## src/rtl/core/geo_pkg.sv

```systemverilog
// Shared constants, types and tables of the geodetic-to-geocentric core.
// No dependencies; all other core files but geo_delay import this package.
package geo_pkg;

    // Defaults of the top level parameters
    localparam int ANGLE_BITS_DEF     = 32;
    localparam int UNIT_FRAC_BITS_DEF = 30;
    localparam int COORD_BITS_DEF     = 40;

    // Fixed formats
    localparam int RADIUS_BITS  = 39;
    localparam int FIELD_BITS   = 32;
    localparam int CORDIC_STEPS = 32;
    localparam int CORDIC_ZW    = 34;
    localparam int CORDIC_LAT   = CORDIC_STEPS + 1;
    localparam int MUL_LAT      = 3;
    localparam int NORM_LAT     = 2;
    localparam int SQ_LAT       = 2;
    localparam int ROOT_BITS    = 32;
    localparam int ISQRT_LAT    = ROOT_BITS;
    localparam int NORM_BITS    = 31;
    localparam int CFG_IDX_BITS = 2;

    localparam logic [63:0] GAIN_Q30 = 64'd652032874;
    localparam logic [RADIUS_BITS-1:0] EQ_RESET  = 39'd417997586432;
    localparam logic [RADIUS_BITS-1:0] POL_RESET = 39'd416596119666;

    // Configuration register indexes
    typedef enum logic [CFG_IDX_BITS-1:0] {
        CFG_EQ_RADIUS  = 2'd0,
        CFG_POL_RADIUS = 2'd1
    } t_cfg_reg;

    // Side information that rides along with the divider operands
    typedef struct packed {
        logic neg;
        logic zero;
    } t_div_ctl;

    // Side information of the normalized magnitudes
    typedef struct packed {
        logic neg_x;
        logic neg_z;
        logic zero;
    } t_norm_ctl;

    // CORDIC start value, gain in Q(frac)
    function automatic logic [63:0] gain_start(input int frac);
        logic [63:0] g;
        g = GAIN_Q30;
        if (frac >= 30) begin
            g = GAIN_Q30 << (frac - 30);
        end else begin
            g = GAIN_Q30 >> (30 - frac);
        end
        return g;
    endfunction

    // Arctangent of 2^-i, binary angle with 2^31 = pi
    function automatic logic [CORDIC_ZW-1:0] atan_at(input int i);
        logic [31:0] v;
        case (i)
            0:  v = 32'h20000000;
            1:  v = 32'h12E4051E;
            2:  v = 32'h09FB385B;
            3:  v = 32'h051111D4;
            4:  v = 32'h028B0D43;
            5:  v = 32'h0145D7E1;
            6:  v = 32'h00A2F61E;
            7:  v = 32'h00517C55;
            8:  v = 32'h0028BE53;
            9:  v = 32'h00145F2F;
            10: v = 32'h000A2F98;
            11: v = 32'h000517CC;
            12: v = 32'h00028BE6;
            13: v = 32'h000145F3;
            14: v = 32'h0000A2FA;
            15: v = 32'h0000517D;
            16: v = 32'h000028BE;
            17: v = 32'h0000145F;
            18: v = 32'h00000A30;
            19: v = 32'h00000518;
            20: v = 32'h0000028C;
            21: v = 32'h00000146;
            22: v = 32'h000000A3;
            23: v = 32'h00000051;
            24: v = 32'h00000029;
            25: v = 32'h00000014;
            26: v = 32'h0000000A;
            27: v = 32'h00000005;
            28: v = 32'h00000003;
            29: v = 32'h00000001;
            30: v = 32'h00000001;
            default: v = 32'h00000000;
        endcase
        return {2'b00, v};
    endfunction

endpackage

```

## src/rtl/core/geo_mulq.sv

```systemverilog
// Pipelined signed multiplier with rounding shift (half away from zero).
// Two half-width partial products; imports geo_pkg.
module geo_mulq import geo_pkg::*; #(
    parameter int WA = 32,
    parameter int WB = 32,
    parameter int SH = 30,
    parameter int WO = 32
) (
    input  logic                 i_clk,
    input  logic                 i_en,
    input  logic signed [WA-1:0] i_a,
    input  logic signed [WB-1:0] i_b,
    output logic signed [WO-1:0] o_p
);
    localparam int HB = (WB + 1) / 2;
    localparam int HW = WB - HB;
    localparam int PW = WA + WB + 1;

    logic [WA-1:0]      r_ma;
    logic [WB-1:0]      r_mb;
    logic               r_neg1, r_neg2;
    logic [WA+HB-1:0]   r_pl;
    logic [WA+HW-1:0]   r_ph;
    logic [PW-1:0]      sum;
    logic [WO-1:0]      mag;
    logic signed [WO-1:0] r_p;

    // Stage 1: magnitudes and sign
    always_ff @(posedge i_clk) begin
        if (i_en) begin
            r_ma   <= i_a[WA-1] ? unsigned'(-i_a) : unsigned'(i_a);
            r_mb   <= i_b[WB-1] ? unsigned'(-i_b) : unsigned'(i_b);
            r_neg1 <= i_a[WA-1] ^ i_b[WB-1];
        end
    end

    // Stage 2: partial products
    always_ff @(posedge i_clk) begin
        if (i_en) begin
            r_pl   <= r_ma * r_mb[HB-1:0];
            r_ph   <= r_ma * r_mb[WB-1:HB];
            r_neg2 <= r_neg1;
        end
    end

    // Stage 3: combine, round, restore the sign
    always_comb begin
        sum = PW'(r_pl) + (PW'(r_ph) << HB) + (PW'(1) << (SH - 1));
        mag = WO'(sum >> SH);
    end

    always_ff @(posedge i_clk) begin
        if (i_en) begin
            r_p <= r_neg2 ? -signed'(mag) : signed'(mag);
        end
    end

    assign o_p = r_p;
endmodule

```

## config.mk

```make
export PLATFORM = sky130hd
export DESIGN_NAME = geo_mulq
export DESIGN_NICKNAME = d
export VERILOG_FILES = /design/src/rtl/core/geo_pkg.sv /design/src/rtl/core/geo_mulq.sv
export SDC_FILE = /design/constraint.sdc
export NUM_CORES = 2
export LEC_CHECK = 0
export BUFFER_PORTS_ARGS = -buffer_cell sky130_fd_sc_hd__buf_2
export CELL_PAD_IN_SITES_DETAIL_PLACEMENT = 1
export CELL_PAD_IN_SITES_GLOBAL_PLACEMENT = 1
export CORE_ASPECT_RATIO = 0.9
export CORE_UTILIZATION = 38
export CTS_CLUSTER_SIZE = 40
export DETAILED_ROUTE_END_ITERATION = 10
export PLACE_DENSITY_LB_ADDON = 0.1
export SETUP_SLACK_MARGIN = 0.05
export SLEW_MARGIN = 40
export SYNTH_ARGS = -nofsm -noshare
export SYNTH_HDL_FRONTEND = slang
export SYNTH_SLANG_ARGS = --single-unit
export TNS_END_PERCENT = 10
```

## constraint.sdc

```tcl
create_clock -name i_clk -period 10 [get_ports i_clk]
set_clock_uncertainty 0.2 [all_clocks]
set_input_delay 0.5 -clock i_clk [delete_from_list [all_inputs] [get_ports i_clk]]
set_output_delay 0.5 -clock i_clk [all_outputs]
set_load 0.005 [all_outputs]
```

* Yosys cells after proc, flatten, opt, wreduce, memory -nomap -nowiden
Index checks and enable logic that the tools add are counted.
** Storage, ports and cells
- Register bits :: 192
- Latch bits :: 0
- RAM bits :: 0
- Memory bits (read-only) :: 0
- Bits of input ports :: 66
- Output and inout port bits :: 32
- Logic and storage cells :: 20
- Memories :: 0
** Operators by class
- Add/subtract/negate cells :: 5
- Multipliers :: 2
- Divide/modulo/power cells :: 0
- $lt $le $gt $ge :: 0
- Equality and inequality tests :: 0
- Shift operators :: 0
- Multiplexer cells :: 3
- Bitwise operators :: 1
- Reductions and logical operators :: 0
** Operator list (number)
- negation 32 bit :: 3
- adder 48 x 62 -> 62 bit :: 1
- adder 62 x 30 -> 62 bit (second input constant) :: 1
- 2-to-1 mux 31 bit :: 2
- multiplier 32 x 16 -> 48 bit :: 1
- multiplier 32 x 16 -> 46 bit :: 1
- 2-to-1 mux 32 bit :: 1
- bitwise XOR 1 bit :: 1

* Logic depth before layout (Yosys ltp)
- Depth after elaboration :: 4
- Depth in mapped cells :: 26
- Mapped depth without buffers :: 25

* Worst setup path before layout
No wires, ideal clock.
- Path kind :: register -> register
- From :: register r_ma[8]
- To :: register r_ph[39] (data pin)
- Library setup time :: 264 ps
- Arrival time :: 6780 ps
- Required time :: 9536 ps
- Setup slack :: 2756 ps
- Cell stages (with the launch flop) :: 26
- Buffers on the path :: 2
- Clock period less this slack :: 7244 ps
- Cell sequence :: edfxtp_1 clkbuf_1 and2_1 fa_1 inv_1 fa_1 fa_1 inv_1 fa_1 fa_1 inv_1 fa_1 inv_1 ha_1 clkbuf_1 a21o_1 a21o_1 a21oi_1 o21ai_0 a31o_2 a31o_2 a2111oi_0 nor2_1 a41o_1 a221oi_1 xnor2_1
** On the way
- Word-level cells in the longest chain between the ends :: 1
** RTL lines
- start, declared :: line geo_mulq.sv:19 : logic [WA-1:0] r_ma;
- start signal, assigned :: line geo_mulq.sv:31 : r_ma <= i_a[WA-1] ? unsigned'(-i_a) : unsigned'(i_a);
- multiplier 32 x 16 -> 46 bit :: line geo_mulq.sv:41 : r_ph <= r_ma * r_mb[WB-1:HB];
- end signal, assigned :: line geo_mulq.sv:41
- end, declared :: line geo_mulq.sv:23 : logic [WA+HW-1:0] r_ph;
Every way passes these cells.
A chain may end at the register's enable or synchronous reset.

* Final worst setup path
- From :: register r_ma[13]
- To :: register r_ph[44] (data pin)
The elaborated chain is that of the path after synthesis.

==> impl_metrics.toml <==
[timing]
slew_headroom_pct = 40.6
hold_violations = 0
fmax_mhz = 124
worst_slack_ps = 1960
worst_pin_slew_ps = 885
rsz0062_at_grt = "no"
setup_viol = 0
finalCritPeriodShare_pct = 80.4
post-route-min-period_ps = 8040
drv_slew = 0
fin_tns_setup_ps = 0

[setup_path]
cp_num_buf_inv = 4
path_max_fanout = 20
crit_path_top_delay_cell = "edfxtp_1"
cpMostUsedCell = "fa_1"
end_kind = "flop"
arrival_ps = 8140
critPathLaunchType = "flop"
max_stage_delay_ps = 810
critical_path_required_ps = 10100
path_cells = "buf_4 -> nand2_1 -> fa_1 -> fa_1 -> fa_1 -> inv_1 -> fa_1 -> fa_1 -> inv_1 -> fa_1 -> inv_1 -> ha_1 -> and3_1 -> and3_1 -> a221o_1 -> a21oi_1 -> a211oi_1 -> a211o_1 -> a2111oi_0 -> o31ai_1 -> a21oi_1 -> xnor2_1"
worstSetupPathType = "reg2reg"
cp_top_family = "adder cells"

[global_routing]
grt_pass1_wl_um = 198000
grt_usage_pct = 23.9
grt_max_degree = 65
first_global_vias = 33100
gr-total-overflow = 0
antenna_found_initial = 14

[floorplan]
core_area_um2 = 106000
die_x_um = 348
row_count = 113
die_area_um2 = 109000
io-pin-count = 98
die_h_um = 314
initial_utilization_pct = 38.6

[cells_and_area]
multi_input_area_um2 = 31400
fillers = 12200
nNetsFinal = 5590
regArea_um2 = 5290
syn2layout_area_growth_pct = 6.80
stdcell_count = 5850
drive_above_1_share_pct = 5.35
final_util_pct = 41.2

[placed_design]
hpwl_um = 101000
io_buffers = 97
dp_cells = 5813
pre_cts_ws_ps = 1970
place_congestion = 0.862

[clock_tree]
clockRootBuffer = "clkbuf_16"
numCtsBuffers = 17
clock-sinks = 176
insertion_delay_ps = 560
cts-resized-gates = 0
cts_setup_buffers = 0
postCtsHoldBufs = 3
path_clk_slew_ps = 90
clk_path_buf_depth = 2
tritoncts = "yes"
htree_levels = 4

[detailed_routing]
antenna_left = 0
drt-pass1-iter-count = 5
drt-total-wl_um = 125000
avgRoutedWirePerCell_um = 21.3
vias_per_cell = 5.03
first_iter_violations = 1527
drc = 0
vias = 29400

[synthesis]
syn_avg_cell_area_um2 = 9.27
synthArstFlopShare_pct = 0
yosysWarnings = 0
synth-main-ff-cell = "edfxtp_1"
synth_cell_types = 77
synth_nets = 5612
ys_seq_area_share_pct = 12.9
netlist_instances = 4421
synth-edff-count = 176
netlist_area_um2 = 41000
ys_ff_latch = 176

[hold_path]
hold_path.class = "in2reg"

[job]
max-cap-violations = 0

[outcome]
outcome = "complete, no violations"
[cell usage in the layout, fill, tap and decap left out, types with 6 or more instances in the layout]
cell type  count
o211ai_1       6
a211oi_1       7
o21ai_1       12
nand2_1      714
a2111oi_0      6
xor2_1        40
fa_1         834
inv_1        918
nand4_1       17
or4_1         12
o21bai_1      10
o31ai_1       22
nor2_1        67
buf_4         73
ha_1         291
or2_2          9
nor4_1        11
a21oi_1      101
nor3_1        21
and2_1       412
clkinv_8       7
and4_1         9
o41ai_1       12
nand2b_1      16
o21a_1        13
nor2b_1       17
o21ai_0       69
clkbuf_16     17
buf_2         96
edfxtp_1     176
a31oi_1        7
buf_6          8
a21o_1        70
a211o_1        7
and3_1        20
xnor2_1      151
nand3_1       32
or3_1         12
[cells in the mapped netlist (9+ instances only)]
| master | n | area [um^2] |
|---|---|---|
| o31ai_1 | 23 | 173 |
| o21ai_0 | 69 | 345 |
| xor2_1 | 40 | 350 |
| nand2_1 | 714 | 2680 |
| nor4_1 | 12 | 75.1 |
| or4_1 | 12 | 90.1 |
| o21a_1 | 13 | 97.6 |
| and2_1 | 412 | 2580 |
| or2_2 | 9 | 56.3 |
| nor3_1 | 21 | 105 |
| and3_1 | 20 | 125 |
| nand2b_1 | 16 | 100 |
| or3_1 | 12 | 75.1 |
| a21oi_1 | 101 | 505 |
| ha_1 | 291 | 3640 |
| nor2_1 | 67 | 251 |
| nand3_1 | 32 | 160 |
| fa_1 | 834 | 16700 |
| o41ai_1 | 12 | 105 |
| edfxtp_1 | 176 | 5290 |
| and4_1 | 9 | 78.8 |
| a21o_1 | 70 | 526 |
| xnor2_1 | 151 | 1320 |
| nor2b_1 | 17 | 106 |
| nand4_1 | 17 | 106 |
| o21bai_1 | 10 | 75.1 |
| clkbuf_1 | 217 | 815 |
| inv_1 | 918 | 3450 |
| o21ai_1 | 12 | 60.1 |
[sequential cells by signal (all words and copies together) (netlist names)]
signal and count:
r_ma 32, r_ph 46, r_mb 32, o_p 32, r_neg1 1, r_pl 32, r_neg2 1
[worst reg2reg max path, cell delays in order (launching register included)]
cell and delay (ps):
edfxtp_1 810, buf_4 430, nand2_1 160, fa_1 540
fa_1 530, fa_1 510, inv_1 50, fa_1 490
fa_1 490, inv_1 50, fa_1 470, inv_1 40
ha_1 350, and3_1 230, and3_1 220, a221o_1 370
a21oi_1 330, a211oi_1 210, a211o_1 300, a2111oi_0 590
o31ai_1 150, a21oi_1 210, xnor2_1 90
[metrics by stage]
step | hold slack (ps) | instance area [um^2]
2_1_floorplan | 200 | 41000
3_3_place_gp | 206 | 43000
3_5_place_dp | 237 | 43100
4_1_cts | 2.48 | 43800
5_1_grt | 38.2 | 43800
6_report | 56.5 | 43800
[routing by layer]
| layer | track usage (%) | vias to the layer above | wire, um |
|---|---|---|---|
| met2 | 37.9 | 524 | 55900 |
| met5 | 0 | - | 13 |
| li1 | - | 13400 | - |
| met3 | 3.63 | 70 | 5670 |
| met4 | 4.05 | 2 | 1300 |
| met1 | 35.0 | 15500 | 61600 |
[logic make-up after synthesis]
group,synth area share (%)
flip-flops,12.9
XOR/XNOR,4.08
buffers and inverters,10.5
AO/OA/AOI/OAI,6.43
adder cells (fa/ha/maj),49.6
multiplexers,0.101
AND/OR/NAND/NOR,16.4
[layout make-up]
class / count / share of cell area (%)
diodes: 1 / 0.00572
clock buffers: 17 / 0.972
clock inverters: 15 / 0.491
inverters: 919 / 7.88
multi-input cells: 3103 / 71.8
flip-flops and latches: 176 / 12.1
well taps: 1437 / 4.11
repair buffers: 182 / 2.69
[path summary, 6_finish.rpt]
check	startpoint	endpoint	slack, ps	cells after the start
worst max register to register	r_ma[13]	r_ph[44]	1960	22
worst min register to register	r_neg1	r_neg2	270	0
worst min-delay path	i_a[21]	r_ma[21]	60	2
worst max-delay path	r_ma[13]	r_ph[44]	1960	22
Power is not shown: default switching activity piles up to over one toggle a cycle in this logic, so the estimate is an artifact.
