===== config.mk =====
export PLATFORM = sky130hd
export DESIGN_NAME = geo_isqrt
export DESIGN_NICKNAME = d
export VERILOG_FILES = /design/src/rtl/core/geo_pkg.sv /design/src/rtl/core/geo_isqrt.sv
export SDC_FILE = /design/constraint.sdc
export NUM_CORES = 2
export LEC_CHECK = 0
export ABC_CLOCK_PERIOD_IN_PS = 5070
export BUFFER_PORTS_ARGS = -buffer_cell sky130_fd_sc_hd__buf_2
export CELL_PAD_IN_SITES_DETAIL_PLACEMENT = 2
export CELL_PAD_IN_SITES_GLOBAL_PLACEMENT = 2
export CORE_UTILIZATION = 40
export CTS_CLUSTER_SIZE = 30
export DETAILED_ROUTE_END_ITERATION = 16
export HOLD_SLACK_MARGIN = 0.02
export PLACE_DENSITY = 0.75
export SETUP_SLACK_MARGIN = 0.15
export SYNTH_ARGS = -nofsm -noshare
export SYNTH_HDL_FRONTEND = slang
export SYNTH_SLANG_ARGS = --single-unit

===== constraint.sdc =====
create_clock -name i_clk -period 5.07 [get_ports i_clk]
set_input_delay 0.2535 -clock i_clk [delete_from_list [all_inputs] [get_ports i_clk]]
set_output_delay 0.2535 -clock i_clk [all_outputs]
set_load 0.03 [all_outputs]

===== src/rtl/core/geo_pkg.sv =====
// Shared constants, types and tables of the geodetic-to-geocentric core.
// No dependencies; all other core files but geo_delay import this package.
package geo_pkg;

    // Defaults of the top level parameters
    localparam int ANGLE_BITS_DEF     = 32;
    localparam int UNIT_FRAC_BITS_DEF = 30;
    localparam int COORD_BITS_DEF     = 40;

    // Fixed formats
    localparam int RADIUS_BITS  = 39;
    localparam int FIELD_BITS   = 32;
    localparam int CORDIC_STEPS = 32;
    localparam int CORDIC_ZW    = 34;
    localparam int CORDIC_LAT   = CORDIC_STEPS + 1;
    localparam int MUL_LAT      = 3;
    localparam int NORM_LAT     = 2;
    localparam int SQ_LAT       = 2;
    localparam int ROOT_BITS    = 32;
    localparam int ISQRT_LAT    = ROOT_BITS;
    localparam int NORM_BITS    = 31;
    localparam int CFG_IDX_BITS = 2;

    localparam logic [63:0] GAIN_Q30 = 64'd652032874;
    localparam logic [RADIUS_BITS-1:0] EQ_RESET  = 39'd417997586432;
    localparam logic [RADIUS_BITS-1:0] POL_RESET = 39'd416596119666;

    // Configuration register indexes
    typedef enum logic [CFG_IDX_BITS-1:0] {
        CFG_EQ_RADIUS  = 2'd0,
        CFG_POL_RADIUS = 2'd1
    } t_cfg_reg;

    // Side information that rides along with the divider operands
    typedef struct packed {
        logic neg;
        logic zero;
    } t_div_ctl;

    // Side information of the normalized magnitudes
    typedef struct packed {
        logic neg_x;
        logic neg_z;
        logic zero;
    } t_norm_ctl;

    // CORDIC start value, gain in Q(frac)
    function automatic logic [63:0] gain_start(input int frac);
        logic [63:0] g;
        g = GAIN_Q30;
        if (frac >= 30) begin
            g = GAIN_Q30 << (frac - 30);
        end else begin
            g = GAIN_Q30 >> (30 - frac);
        end
        return g;
    endfunction

    // Arctangent of 2^-i, binary angle with 2^31 = pi
    function automatic logic [CORDIC_ZW-1:0] atan_at(input int i);
        logic [31:0] v;
        case (i)
            0:  v = 32'h20000000;
            1:  v = 32'h12E4051E;
            2:  v = 32'h09FB385B;
            3:  v = 32'h051111D4;
            4:  v = 32'h028B0D43;
            5:  v = 32'h0145D7E1;
            6:  v = 32'h00A2F61E;
            7:  v = 32'h00517C55;
            8:  v = 32'h0028BE53;
            9:  v = 32'h00145F2F;
            10: v = 32'h000A2F98;
            11: v = 32'h000517CC;
            12: v = 32'h00028BE6;
            13: v = 32'h000145F3;
            14: v = 32'h0000A2FA;
            15: v = 32'h0000517D;
            16: v = 32'h000028BE;
            17: v = 32'h0000145F;
            18: v = 32'h00000A30;
            19: v = 32'h00000518;
            20: v = 32'h0000028C;
            21: v = 32'h00000146;
            22: v = 32'h000000A3;
            23: v = 32'h00000051;
            24: v = 32'h00000029;
            25: v = 32'h00000014;
            26: v = 32'h0000000A;
            27: v = 32'h00000005;
            28: v = 32'h00000003;
            29: v = 32'h00000001;
            30: v = 32'h00000001;
            default: v = 32'h00000000;
        endcase
        return {2'b00, v};
    endfunction

endpackage


===== src/rtl/core/geo_isqrt.sv =====
// Pipelined floor integer square root, one result bit per stage.
// Depends on geo_pkg for the root width.
module geo_isqrt import geo_pkg::*; (
    input  logic                   i_clk,
    input  logic                   i_en,
    input  logic [2*ROOT_BITS-1:0] i_n,
    output logic [ROOT_BITS-1:0]   o_root
);
    localparam int NW = 2 * ROOT_BITS;

    logic [NW-1:0] n_in   [ROOT_BITS];
    logic [NW-1:0] res_in [ROOT_BITS];
    logic [NW-1:0] r_n    [ROOT_BITS];
    logic [NW-1:0] r_res  [ROOT_BITS];

    assign n_in[0]   = i_n;
    assign res_in[0] = '0;

    for (genvar k = 0; k < ROOT_BITS; k++) begin : g_step
        localparam logic [NW-1:0] BIT = NW'(1) << (NW - 2 - 2 * k);
        logic [NW-1:0] trial, n_n, n_res;

        // Try the next root bit
        always_comb begin
            trial = res_in[k] + BIT;
            if (n_in[k] >= trial) begin
                n_n   = n_in[k] - trial;
                n_res = (res_in[k] >> 1) + BIT;
            end else begin
                n_n   = n_in[k];
                n_res = res_in[k] >> 1;
            end
        end

        always_ff @(posedge i_clk) begin
            if (i_en) begin
                r_n[k]   <= n_n;
                r_res[k] <= n_res;
            end
        end

        if (k + 1 < ROOT_BITS) begin : g_link
            assign n_in[k+1]   = r_n[k];
            assign res_in[k+1] = r_res[k];
        end
    end

    assign o_root = r_res[ROOT_BITS-1][ROOT_BITS-1:0];
endmodule


# Word level (Yosys, flattened, before mapping)
# Memory sizes are Yosys's and may differ from the RTL's.
# Cells that the tools add are included.
[classes]
addsub = 94
n_lt_le_gt_ge = 32
mux = 66
[ops]
columns = ["cell", "count"]
rows = [
  ["64-bit 2-to-1 mux", 63],
  ["64-bit >= comparator", 31],
  ["64-bit subtractor", 31],
  ["63-bit by 1-bit adder with 64-bit output, second input constant", 1],
  ["63-bit by 11-bit adder with 64-bit output, second input constant", 1],
  ["63-bit by 13-bit adder with 64-bit output, second input constant", 1],
  ["63-bit by 15-bit adder with 64-bit output, second input constant", 1],
  ["63-bit by 17-bit adder with 64-bit output, second input constant", 1],
  ["63-bit by 19-bit adder with 64-bit output, second input constant", 1],
  ["63-bit by 21-bit adder with 64-bit output, second input constant", 1],
  ["63-bit by 23-bit adder with 64-bit output, second input constant", 1],
  ["63-bit by 25-bit adder with 64-bit output, second input constant", 1],
  ["63-bit by 27-bit adder with 64-bit output, second input constant", 1],
  ["63-bit by 29-bit adder with 64-bit output, second input constant", 1],
  ["63-bit by 3-bit adder with 64-bit output, second input constant", 1],
  ["63-bit by 31-bit adder with 64-bit output, second input constant", 1],
  ["63-bit by 33-bit adder with 64-bit output, second input constant", 1],
  ["63-bit by 35-bit adder with 64-bit output, second input constant", 1],
  ["63-bit by 37-bit adder with 64-bit output, second input constant", 1],
  ["63-bit by 39-bit adder with 64-bit output, second input constant", 1],
  ["63-bit by 41-bit adder with 64-bit output, second input constant", 1],
  ["63-bit by 43-bit adder with 64-bit output, second input constant", 1],
  ["63-bit by 45-bit adder with 64-bit output, second input constant", 1],
  ["63-bit by 47-bit adder with 64-bit output, second input constant", 1],
  ["other kinds (45)", 46],
]
[word_totals]
ff_bits = 0
ram_bits = 4096
input_bits = 66
wordCells = 194
mem_count = 2
[mem_list]
columns = ["memory", "depth", "width", "rd", "rd_ports_with_merged_regs", "write_ports", "line_no", "source"]
rows = [
  ["r_n", 32, 64, 31, 0, 32, "geo_isqrt.sv:13", "logic [NW-1:0] r_n [ROOT_BITS];"],
  ["r_res", 32, 64, 32, 0, 32, "geo_isqrt.sv:14", "logic [NW-1:0] r_res [ROOT_BITS];"],
]

# Longest topological paths before layout
# An unclocked memory read counts as a cell.
[logic_depth]
depth_word = 4
mapped_depth = 15

# Least setup slack after synthesis
# OpenSTA, ideal clock, no wires.
[synth_path]
path_type = "register to register"
start = "memory r_n[1][33] (netlist name)"
end = "memory r_n[1][101] (netlist name), data pin"
setup_ns = 0.254
arrival_time_ns = 3.303
t_required_ns = 4.816
slack_ns = 1.513
path_stages_with_launch = 12
synth_period_minus_slack_ns = 3.557
path_cell_list = "edfxtp_1 -> ha_1 -> a21o_1 -> a2111oi_1 -> nor2_1 -> o41a_1 -> nor2_1 -> a21oi_1 -> or4_1 -> buf_2 -> buf_1 -> o21a_1"
[synth_lines]
columns = ["element", "line_no"]
rows = [
  ["from (decl)", "geo_isqrt.sv:13"],
]

==> flow_metrics.tcl <==
set metrics [dict create \
    cts_buffers 287 \
    power.share.combinational_pct 22.1 \
    yosysSeqAreaShare_pct 62.8 \
    finalNetCount 10500 \
    die_w_um 550 \
    max_freq_mhz 210 \
    syn_area_per_cell_sq_um 12.6 \
    min_from "i_n[4]" \
    power_switching_uw 21100 \
    syn_to_final_growth_pct 12.8 \
    drc 0 \
    tightest_slew_ps 1460 \
    finalSetupViolations 0 \
    ys_warn_count 0 \
    syn-instance-count 9507 \
    reg2reg_depth 11 \
    intPower_uw 43600 \
    layout-drive-gt1-share_pct 7.52 \
    gp_congestion 0.865 \
    synth_seq_cells 2512 \
    grt_max_degree 192 \
    async_flop_share_pct 0 \
    coreArea_sq_mm 0.298 \
    wl_mm 448 \
    layout_commonest_cell "edfxtp_1" \
    fin_crit_ps 4770 \
    die-area_sq_mm 0.302 \
    io_buffers 97 \
    cts_sinks 2512 \
    hold_end "r_n[0][4]$_DFFE_PP_" \
    setup_ws_ps 303 \
    ys_types 97 \
    slew_headroom_pct 2.04 \
    worst_ir_drop_vdd_uv 401 \
    mostFrequentLayoutCells "edfxtp_1 (2512), inv_1 (686), nor2_1 (670)" \
    yosys.area_share.simple_pct 11.9 \
    power.share.clock_pct 32.8 \
    synthMuxAreaShare_pct 0.934 \
    cp.required_ps 5650 \
    synth_compound_area_share_pct 9.25 \
    vias 84000 \
    dp_hpwl_mm 310 \
    r2r_slack_ps 300 \
    ant_nets 0 \
    end_kind "register" \
    crit_path_start_kind "register" \
    post_cts_buffers 0 \
    synth_fa_ha_area_share_pct 5.82 \
    status "finished with violations" \
    power_switching_share_pct 32.6 \
    holdPathStages 2 \
    viasPerCell 5.99 \
    reg2reg_to "r_n[1][178]$_DFFE_PP_" \
    synthFlopType "edfxtp_1" \
    cts_htree_levels 5 \
    setup_tns_ps 0 \
    dp_slack_ps 82.0 \
    rr_startpoint "r_n[1][92]$_DFFE_PP_" \
    leakagePower_uw 0.0507 \
    synth_area_sq_mm 0.120 \
    clk_pin_slew_ps 70 \
    tritoncts "done" \
    fin_crit_sh_pct 94.0 \
    grt_first_pass_wirelength_mm 650 \
    clkLatencyLatePin_ps 930 \
    criticalPathCategory "register to register" \
    synth_xor_area_share_pct 6.46 \
    cts-root-buf "clkbuf_16" \
    firstDrtPassIters 6 \
    maxCapViolations 1 \
    clockBufferDepth 4 \
    overflow 0 \
    grtUsageTotal_pct 29.1 \
    min_path_type "primary input to register" \
    initial_core_util_pct 40.3 \
    synth_top_family_by_area "simple AND/OR/NAND/NOR gates" \
    die_h_um 550 \
    hold_viol 0 \
    p_seq_share_pct 45.1 \
    drt_iter0_drc 7276 \
    violations "capacitance limit" \
    syn_nets 10100 \
    maxSlewViolCount 0 \
    grt_pass1_vias 92600 \
    powerDensity_mw_per_mm2 478 \
    wl_per_cell_um 31.9 \
    rsz0062_at_grt "yes" \
    cp.arrival_ps 5340 \
    synth_edf_count 2512 \
    path_max_fanout 7 \
    antenna_found_initial 22 \
    io_pins 98 \
    fin_skew_ps 101 \
    rows 200 \
]
power groups by stage:
stage / logic (uW) / registers, uW / clock network, uW
6_report: 14300 / 29200 / 21200
5_1_grt: 15400 / 29300 / 22100
4_1_cts: 14100 / 29100 / 21300
3_5_place_dp: 13600 / 29500 / 0
3_3_place_gp: 12600 / 29200 / 0
2_1_floorplan: 9360 / 28000 / 0
routing by layer:
metal / global-route usage (%) / vias to the layer above / share of wire, %
li1: - / 36300 / -
met1: 33.0 / 43500 / 37
met2: 53.1 / 2988 / 52
met3: 3.84 / 1226 / 4.7
met4: 15.3 / 10 / 5.9
met5: 0 / - / 0.014
what timing repair did:
| item | in CTS | in global routing |
|---|---|---|
| pin swaps | 0 | 1 |
| hold buffers | 67 | 0 |
| endpoints found under the hold margin | 123 | 0 |
| setup endpoints to repair | 36 | 38 |
| gates resized for setup | 4 | 8 |
synthesized netlist by cell type (100+ instances only):
cell type	n	share of area [%]
nand3_1	147	0.61
o21a_1	100	0.63
a21o_1	249	1.6
xnor2_1	488	3.6
ha_1	558	5.8
nor4_1	348	1.8
nor3_1	254	1.1
nand2b_1	108	0.56
nand2_1	579	1.8
o21ai_0	400	1.7
nor2_1	670	2.1
inv_1	686	2.1
xor2_1	398	2.9
nand4_1	157	0.82
a21oi_1	634	2.6
clkbuf_1	160	0.50
edfxtp_1	2512	63
logic make-up (layout without fill, tap and decap cells):
| group | Yosys count | count (layout) |
|---|---|---|
| compound gates | 1792 | 1792 |
| xor+xnor | 886 | 886 |
| fa+ha+maj | 558 | 558 |
| buf+inv | 875 | 1450 |
| flops | 2512 | 2512 |
| mux | 100 | 100 |
| other cells | 0 | 6 |
| simple gates | 2784 | 2784 |
metrics by stage:
stage / total power (uW) / area [sq um] / hold slack, ps / std cells / utilization, %
after floorplan: 37300 / 120000 / 352 / 9507 / -
after global placement: 41800 / 126000 / 424 / 13500 / 42.2
after detailed placement: 43000 / 126000 / 436 / 13500 / 42.2
after CTS: 64500 / 135000 / 20.3 / 14000 / 45.5
after global routing: 66800 / 135000 / 37.5 / 14000 / 45.5
final: 64700 / 135000 / 55.2 / 14000 / 45.5
critical path, cell delays in order (launching register included):
cell,delay (ps)
edfxtp_1,470
ha_1,420
nor2b_1,190
o21ai_0,440
a21boi_0,270
o21ai_0,300
a21oi_1,300
a21oi_1,490
o21bai_1,210
a32o_1,420
nor4b_1,440
xor2_1,450
area by class of cell:
class	instances	area [sq um]
fillers	29200	162000
well taps	3939	4930
multi-input cells	6120	41400
diodes	6	15.0
inverters	689	2590
flip-flops and latches	2512	75400
repair buffers	261	2040
clock buffers	357	7530
clock inverters	143	1490
how the worst max path moves through the flow:
stage / start / to / slack [ps] / depth (start not counted)
2_1_floorplan: r_n[1][33]$_DFFE_PP_ / r_n[1][101]$_DFFE_PP_ / 1510 / 11
3_5_place_dp: r_n[1][606]$_DFFE_PP_ / r_n[1][701]$_DFFE_PP_ / 80 / 11
5_1_grt: r_res[1][712]$_DFFE_PP_ / r_n[1][831]$_DFFE_PP_ / 90 / 12
6_report: r_n[1][92]$_DFFE_PP_ / r_n[1][178]$_DFFE_PP_ / 300 / 11
3_3_place_gp: r_n[1][606]$_DFFE_PP_ / r_n[1][703]$_DFFE_PP_ / 260 / 11
4_1_cts: r_res[1][527]$_DFFE_PP_ / r_n[1][638]$_DFFE_PP_ / 170 / 12
state kept, by name, indices dropped and copies added, names as in the netlist:
name / cells
r_n: 1984
r_res: 528
(Power assumes the default switching activity.)
