<file path="src/rtl/core/geo_pkg.sv">
// Shared constants, types and tables of the geodetic-to-geocentric core.
// No dependencies; all other core files but geo_delay import this package.
package geo_pkg;

    // Defaults of the top level parameters
    localparam int ANGLE_BITS_DEF     = 32;
    localparam int UNIT_FRAC_BITS_DEF = 30;
    localparam int COORD_BITS_DEF     = 40;

    // Fixed formats
    localparam int RADIUS_BITS  = 39;
    localparam int FIELD_BITS   = 32;
    localparam int CORDIC_STEPS = 32;
    localparam int CORDIC_ZW    = 34;
    localparam int CORDIC_LAT   = CORDIC_STEPS + 1;
    localparam int MUL_LAT      = 3;
    localparam int NORM_LAT     = 2;
    localparam int SQ_LAT       = 2;
    localparam int ROOT_BITS    = 32;
    localparam int ISQRT_LAT    = ROOT_BITS;
    localparam int NORM_BITS    = 31;
    localparam int CFG_IDX_BITS = 2;

    localparam logic [63:0] GAIN_Q30 = 64'd652032874;
    localparam logic [RADIUS_BITS-1:0] EQ_RESET  = 39'd417997586432;
    localparam logic [RADIUS_BITS-1:0] POL_RESET = 39'd416596119666;

    // Configuration register indexes
    typedef enum logic [CFG_IDX_BITS-1:0] {
        CFG_EQ_RADIUS  = 2'd0,
        CFG_POL_RADIUS = 2'd1
    } t_cfg_reg;

    // Side information that rides along with the divider operands
    typedef struct packed {
        logic neg;
        logic zero;
    } t_div_ctl;

    // Side information of the normalized magnitudes
    typedef struct packed {
        logic neg_x;
        logic neg_z;
        logic zero;
    } t_norm_ctl;

    // CORDIC start value, gain in Q(frac)
    function automatic logic [63:0] gain_start(input int frac);
        logic [63:0] g;
        g = GAIN_Q30;
        if (frac >= 30) begin
            g = GAIN_Q30 << (frac - 30);
        end else begin
            g = GAIN_Q30 >> (30 - frac);
        end
        return g;
    endfunction

    // Arctangent of 2^-i, binary angle with 2^31 = pi
    function automatic logic [CORDIC_ZW-1:0] atan_at(input int i);
        logic [31:0] v;
        case (i)
            0:  v = 32'h20000000;
            1:  v = 32'h12E4051E;
            2:  v = 32'h09FB385B;
            3:  v = 32'h051111D4;
            4:  v = 32'h028B0D43;
            5:  v = 32'h0145D7E1;
            6:  v = 32'h00A2F61E;
            7:  v = 32'h00517C55;
            8:  v = 32'h0028BE53;
            9:  v = 32'h00145F2F;
            10: v = 32'h000A2F98;
            11: v = 32'h000517CC;
            12: v = 32'h00028BE6;
            13: v = 32'h000145F3;
            14: v = 32'h0000A2FA;
            15: v = 32'h0000517D;
            16: v = 32'h000028BE;
            17: v = 32'h0000145F;
            18: v = 32'h00000A30;
            19: v = 32'h00000518;
            20: v = 32'h0000028C;
            21: v = 32'h00000146;
            22: v = 32'h000000A3;
            23: v = 32'h00000051;
            24: v = 32'h00000029;
            25: v = 32'h00000014;
            26: v = 32'h0000000A;
            27: v = 32'h00000005;
            28: v = 32'h00000003;
            29: v = 32'h00000001;
            30: v = 32'h00000001;
            default: v = 32'h00000000;
        endcase
        return {2'b00, v};
    endfunction

endpackage

</file>
<file path="src/rtl/core/geo_div.sv">
// Pipelined restoring divider: unit component num/den in Q(UNIT_FRAC_BITS).
// One quotient bit per stage, sign applied last; depends on geo_pkg.
module geo_div import geo_pkg::*; #(
    parameter int UNIT_FRAC_BITS = UNIT_FRAC_BITS_DEF
) (
    input  logic                           i_clk,
    input  logic                           i_en,
    input  logic [NORM_BITS-1:0]           i_num,
    input  logic [ROOT_BITS-1:0]           i_den,
    input  t_div_ctl                       i_ctl,
    output logic signed [UNIT_FRAC_BITS+1:0] o_q
);
    localparam int NS = UNIT_FRAC_BITS + 1;
    localparam int RW = ROOT_BITS + 1;
    localparam int QW = UNIT_FRAC_BITS + 1;

    logic [RW-1:0]        rem_in [NS];
    logic [QW-1:0]        q_in   [NS];
    logic [ROOT_BITS-1:0] d_in   [NS];
    t_div_ctl             c_in   [NS];
    logic [RW-1:0]        r_rem  [NS];
    logic [QW-1:0]        r_q    [NS];
    logic [ROOT_BITS-1:0] r_d    [NS];
    t_div_ctl             r_c    [NS];
    logic signed [QW:0]   r_out;

    assign rem_in[0] = RW'(i_num);
    assign q_in[0]   = '0;
    assign d_in[0]   = i_den;
    assign c_in[0]   = i_ctl;

    for (genvar k = 0; k < NS; k++) begin : g_step
        logic [RW-1:0] sh;
        logic [RW-1:0] n_rem;
        logic [QW-1:0] n_q;

        // Shift in one bit (all but the first stage), subtract where it fits
        always_comb begin
            sh  = (k == 0) ? rem_in[k] : (rem_in[k] << 1);
            n_q = (k == 0) ? q_in[k] : (q_in[k] << 1);
            if (sh >= RW'(d_in[k])) begin
                n_rem = sh - RW'(d_in[k]);
                n_q   = n_q | QW'(1);
            end else begin
                n_rem = sh;
            end
        end

        always_ff @(posedge i_clk) begin
            if (i_en) begin
                r_rem[k] <= n_rem;
                r_q[k]   <= n_q;
                r_d[k]   <= d_in[k];
                r_c[k]   <= c_in[k];
            end
        end

        if (k + 1 < NS) begin : g_link
            assign rem_in[k+1] = r_rem[k];
            assign q_in[k+1]   = r_q[k];
            assign d_in[k+1]   = r_d[k];
            assign c_in[k+1]   = r_c[k];
        end
    end

    // Put the sign back; a zero vector gives a zero component
    always_ff @(posedge i_clk) begin
        if (i_en) begin
            if (r_c[NS-1].zero) begin
                r_out <= '0;
            end else if (r_c[NS-1].neg) begin
                r_out <= -signed'({1'b0, r_q[NS-1]});
            end else begin
                r_out <= signed'({1'b0, r_q[NS-1]});
            end
        end
    end

    assign o_q = r_out;
endmodule

</file>
<file path="config.mk">
export PLATFORM = sky130hd
export DESIGN_NAME = geo_div
export DESIGN_NICKNAME = d
export VERILOG_FILES = /design/src/rtl/core/geo_pkg.sv /design/src/rtl/core/geo_div.sv
export SDC_FILE = /design/constraint.sdc
export NUM_CORES = 2
export LEC_CHECK = 0
export BUFFER_PORTS_ARGS = -buffer_cell sky130_fd_sc_hd__buf_2
export CAP_MARGIN = 10
export CORE_UTILIZATION = 25
export CTS_CLUSTER_SIZE = 40
export DETAILED_ROUTE_END_ITERATION = 10
export REMOVE_ABC_BUFFERS = 1
export SLEW_MARGIN = 30
export SYNTH_ARGS = -nofsm -noshare
export SYNTH_HDL_FRONTEND = slang
export SYNTH_SLANG_ARGS = --single-unit
export TNS_END_PERCENT = 100
</file>
<file path="constraint.sdc">
create_clock -name i_clk -period 5.25 [get_ports i_clk]
set_input_delay 0.525 -clock i_clk [delete_from_list [all_inputs] [get_ports i_clk]]
set_output_delay 0.525 -clock i_clk [all_outputs]
set_load 0.01 [all_outputs]
</file>
### Word-level counts from Yosys, hierarchy flattened

Memory sizes are Yosys's and may differ from the RTL's.
Cells that the tools add are included.

| word-level totals | value |
|---|---|
| bits of input ports | 67 |
| memories kept | 4 |
| bits in writable memories | 3038 |
| word-level logic and storage cells | 136 |
| register bits after elaboration | 32 |

Memories:

| name | depth | width | rd ports | clocked after memory_dff | write ports | line | RTL |
|---|---|---|---|---|---|---|---|
| r_rem | 31 | 33 | 30 | 0 | 31 | geo_div.sv:21 | `logic [RW-1:0] r_rem [NS];` |
| r_d | 31 | 32 | 30 | 0 | 31 | geo_div.sv:23 | `logic [ROOT_BITS-1:0] r_d [NS];` |
| r_q | 31 | 31 | 31 | 0 | 31 | geo_div.sv:22 | `logic [QW-1:0] r_q [NS];` |
| r_c | 31 | 2 | 31 | 0 | 31 | geo_div.sv:24 | `t_div_ctl r_c [NS];` |

| operators by class | value |
|---|---|
| $lt $le $gt $ge | 31 |
| $add $sub $neg | 32 |
| reduce and logical (&&, ||, !) cells | 1 |
| bitwise operators | 1 |
| muxes and demuxes | 65 |

Operators by type and width:

| operator | number |
|---|---|
| two-way mux 33 bit | 31 |
| >= comparator 33 x 32 -> 1 bit | 30 |
| subtractor 33 x 32 -> 33 bit | 30 |
| two-way mux 1 bit | 33 |
| subtractor 31 x 32 -> 33 bit | 1 |
| >= comparator 31 x 32 -> 1 bit | 1 |
| negation 31 -> 32 bit | 1 |
| two-way mux 31 bit | 1 |
| OR reduction 2 bit | 1 |
| NOT 1 bit | 1 |

### Longest topological paths before layout

An unclocked memory read counts as a cell.

| logic depth | value |
|---|---|
| depth after elaboration | 3 |
| mapped depth | 16 |
| gate-level depth less buffers | 14 |

### Worst setup path before layout

OpenSTA, ideal clock, no wires.

| timing path | value |
|---|---|
| path type | register to register |
| start | memory r_d[12][1] (netlist: r_d[0][385]) |
| end | memory r_rem[0][434] (netlist name) (data pin) |
| cell stages (with the launch flop) | 14 |
| path buffers | 1 |
| slack | 1745 ps |
| data arrival time | 3245 ps |
| setup time | 260 ps |
| data required time | 4990 ps |
| cell sequence | edfxtp_1 > inv_1 > ha_1 > nor2b_1 > o31a_1 > o41a_1 > a211o_1 > a41o_1 > a21o_1 > a21o_1 > a31oi_4 > o41ai_4 > buf_6 > mux2_4 |

RTL lines:

| element | line |
|---|---|
| start, declared | geo_div.sv:23 |
| end, declared | geo_div.sv:21 |

==> summary.md <==
| Metric | Value |
|---|---|
| Num rows | between 200 and 300 |
| Initial DRT Pass Iterations | 6 |
| Post-synth EDFFs | 2510 |
| Die X | 743 um |
| Synth top area share | 54.8% |
| Sequential area share after synthesis | about 55% |
| Met2 wire len | 152000 um |
| # Post-CTS Setup Buffers | 0 |
| Post-CTS Hold Fix Bufs | 65 |
| Crit path capture | r_rem[1][459] |
| Worst R2R Start | r_d[1][385] |
| CP endpoint kind | flop |
| Cell with the most instances after synthesis | edfxtp_1 |
| Fin area | 157000 um2 |
| Port Buffers | a little under 100 |
| Sw Ratio | 36.9% |
| Num CTS Buffers | approximately 280 |
| Largest net degree at the start of global routing | 173 |
| Final period utilization | 88.2% |
| Clock Power Share | 20.4% |
| DRC viols | 0 |
| Core footprint | 546000 um2 |
| CP max stage delay | 0.72 ns |
| Yosys warnings | 0 |
| Cell variety after synth | 98 |
| Critical path class | flop to flop |
| Gr ovfl total | 0 |
| CTS-repair resized insts | 0 |
| CTS tree | yes |
| Routed wire length | 285000 um |
| Gpl congestion | about 0.92 |
| Setup TNS Final | 0 ns |
| R2r setup slk | around 0.62 ns |
| Outcome | complete, no violations |
| Root Buffer | clkbuf_16 |
| Fin cells | 19693 |
| Hold_ws | between 0.3 and 0.4 ns |
| Max Fclk | 216 MHz |
| R2R Path End | r_rem[1][459] |
| Layout Skew | 0.0611 ns |
| Post-DP HPWL | 213000 um |
| Die H | 743 um |
| Setup violators final | 0 |
| Met3 Wirelength | between 8000 and 9000 um |
| Most frequent cells after synthesis | edfxtp_1 (2510), inv_1 (1218), ha_1 (991), a21oi_1 (950), o21ai_0 (840) |
| Worst reg-to-reg path cell count | 14 |
| Cell Area, Synth | 137000 um2 |
| GR Util All Layers | 9.94% |
| Metal1 wirelength | 108000 um |
| Drt initial violations | around 4600 |
| Initial antenna violation count | 2 |
| Drt wl/cell | 14.5 um |
| ANT nets after route | 0 |
| CTS Sinks | 2510 |
| Slowest cell on crit path | o311ai_1 |
| Dpl cell area | 147000 um2 |
| Synth area leaders | edfxtp_1 (55%), ha_1 (9.0%), a21oi_1 (3.5%), inv_1 (3.3%), o21ai_0 (3.1%) |
| CTS clk-pin slew, worst paths | about 0.060 ns |
| Nets@finish | 13329 |
| CP top delay family | compound AO/OA/AOI/OAI gates |
| RSZ-0062 raised after global routing | false |
| Sequential power share | 34.5% |
| Cells after Synth | between 10000 and 15000 |
| Vias per Instance | 4.48 |
| Lkg Pwr | 62.2 nW |
| Hold Vio Cnt, Final | 0 |
| Fillcell total | roughly 56000 |
| Max-Cap Viols | 0 |
| Fin crit period | 4.63 ns |
| Switching power | 34.6 mW |
| CTS max path bufs | 4 |
| Die area | 553000 um2 |
| #FFs+latches synth | approximately 2500 |
| I/O Pins | 99 |
| PD cells | 599 nW/um2 |
| Crit path top cell by count | inv_1 |
| Top Layer Used | met4 |
| Critical path data arrival time | 5.32 ns |
| CTS H-Tree Depth | 5 |
| Placed insts | 19126 |
| Leading area contributor after synthesis | edfxtp_1 |
| Primary FF master, synth | edfxtp_1 |
| Worst relative slew slack | 34.5% |
| Share of cells above drive strength 1 | 8.13% |
| Cell Int Power | 59.2 mW |
| Vias | 88206 |
| Worst setup startpoint | r_d[1][385] |
| Ys async rst share | 0% |
| Crit-path max FO | 22 |
| P&R area growth vs syn | 14.1% |
| Worst path depth | 14 |
| First-pass GRT wire length | 455000 um |
| CP Launch Type | flop |
| Buf/Inv on CP | 3 |
| Max-slew violation count | 0 |
| Worst-skew pair later-pin latency | 0.92 ns |
| Mapped Avg Cell Area | about 12 um2 |
| Max VDD drop | 0.000354 V |
| Crit-path cells | inv_1 -> ha_1 -> nor2b_1 -> o31a_1 -> o311ai_1 -> a31oi_1 -> a2111oi_2 -> o21bai_1 -> a21oi_1 -> o21a_1 -> o221a_2 -> buf_4 -> inv_1 -> a2bb2oi_1 |
| Worst min path class | input port to flop |
| Vias in the first global route | 89886 |
| Comb pwr share | 45.1% |
| WP data required | 5.94 ns |
| Initial Util | 25.2% |
| Worst slew pin tran | 0.970 ns |
worst reg2reg max path: stages, from the launching register on:
cell and delay, ns:
edfxtp_1 0.41, inv_1 0.06, ha_1 0.30, nor2b_1 0.15
o31a_1 0.30, o311ai_1 0.72, a31oi_1 0.35, a2111oi_2 0.61
o21bai_1 0.23, a21oi_1 0.17, o21a_1 0.12, o221a_2 0.48
buf_4 0.25, inv_1 0.07, a2bb2oi_1 0.14
registers in the layout, indices dropped and copies added (netlist names):
| name | count |
|---|---|
| r_d | 960 |
| r_q | 496 |
| r_c | 62 |
| o_q | 32 |
| r_rem | 960 |
area by class of cell:
class / instances / area (um2) / area share [%]
inverters: 1220 / 4580 / 2.92
flip-flops and latches: 2510 / 75400 / 48.1
clock buffers: 340 / 7270 / 4.64
multi-input cells: 7962 / 56700 / 36.1
clock inverters: 157 / 1650 / 1.05
well taps: 7234 / 9050 / 5.77
repair buffers: 268 / 2210 / 1.41
diodes: 2 / 5.00 / 0.00319
cell families after synthesis:
kind of cell | share of synthesized area (%)
multiplexers | 2.77
flip-flops | 54.8
AND/OR/NAND/NOR | 8.79
buffers and inverters | 4.10
AO/OA/AOI/OAI | 14.7
adder cells (fa/ha/maj) | 9.46
XOR/XNOR | 5.34
per-layer routing:
| metal | track usage, % | vias to the layer above |
|---|---|---|
| li1 | - | 44403 |
| met1 | 9.90 | 41538 |
| met2 | 19.8 | 1499 |
| met3 | 1.29 | 766 |
| met4 | 5.23 | 0 |
| met5 | 0 | - |
through the flow:
| step | worst slack (ns) | total power, mW | util, % |
|---|---|---|---|
| 5_1_grt | 0.457 | 101 | 28.7 |
| 3_5_place_dp | 0.735 | 74.8 | 27.0 |
| 3_3_place_gp | 0.719 | 74.2 | 27.0 |
| 2_1_floorplan | -0.171 | 64.2 | - |
| 6_report | 0.618 | 93.9 | 28.7 |
| 4_1_cts | 0.679 | 94.6 | 28.7 |
power by group through the flow:
stage               clock, mW  combinational (mW)  sequential [mW]
CTS                      19.9                42.3             32.4
floorplan                   0                32.6             31.6
global route             20.6                47.1             32.9
detailed placement          0                42.0             32.8
global placement            0                41.5             32.8
finish                   19.2                42.3             32.4
worst min-delay path by stage:
stage | to | depth (start not counted) | slack [ns] | start
2_1_floorplan | r_c[0][10] | 0 | 0.40 | r_c[0][8]
3_3_place_gp | r_q[1][333] | 0 | 0.40 | r_q[1][301]
3_5_place_dp | r_c[1][13] | 0 | 0.40 | r_c[1][11]
4_1_cts | r_d[1][352] | 1 | 0.06 | i_en
5_1_grt | r_d[0][18] | 2 | 0.28 | i_den[18]
6_report | r_d[0][21] | 2 | 0.33 | i_den[21]
layout by cell type (no fill, tap or decap), types with 83 or more instances in the layout:
cell type  instances
nand3_1          187
o21bai_1         115
nor2b_1          154
edfxtp_1        2510
o21a_1           138
buf_2             97
xnor2_1          447
nand4_1          122
clkbuf_16        282
nor3_1           119
xor2_1           391
nor2_1           659
ha_1             991
nand2_1          825
a21o_1           505
mux2_2           281
inv_1           1218
nand2b_1         148
buf_4             83
a21oi_1          949
o21ai_0          839
Power figures use the tool's default switching activity.
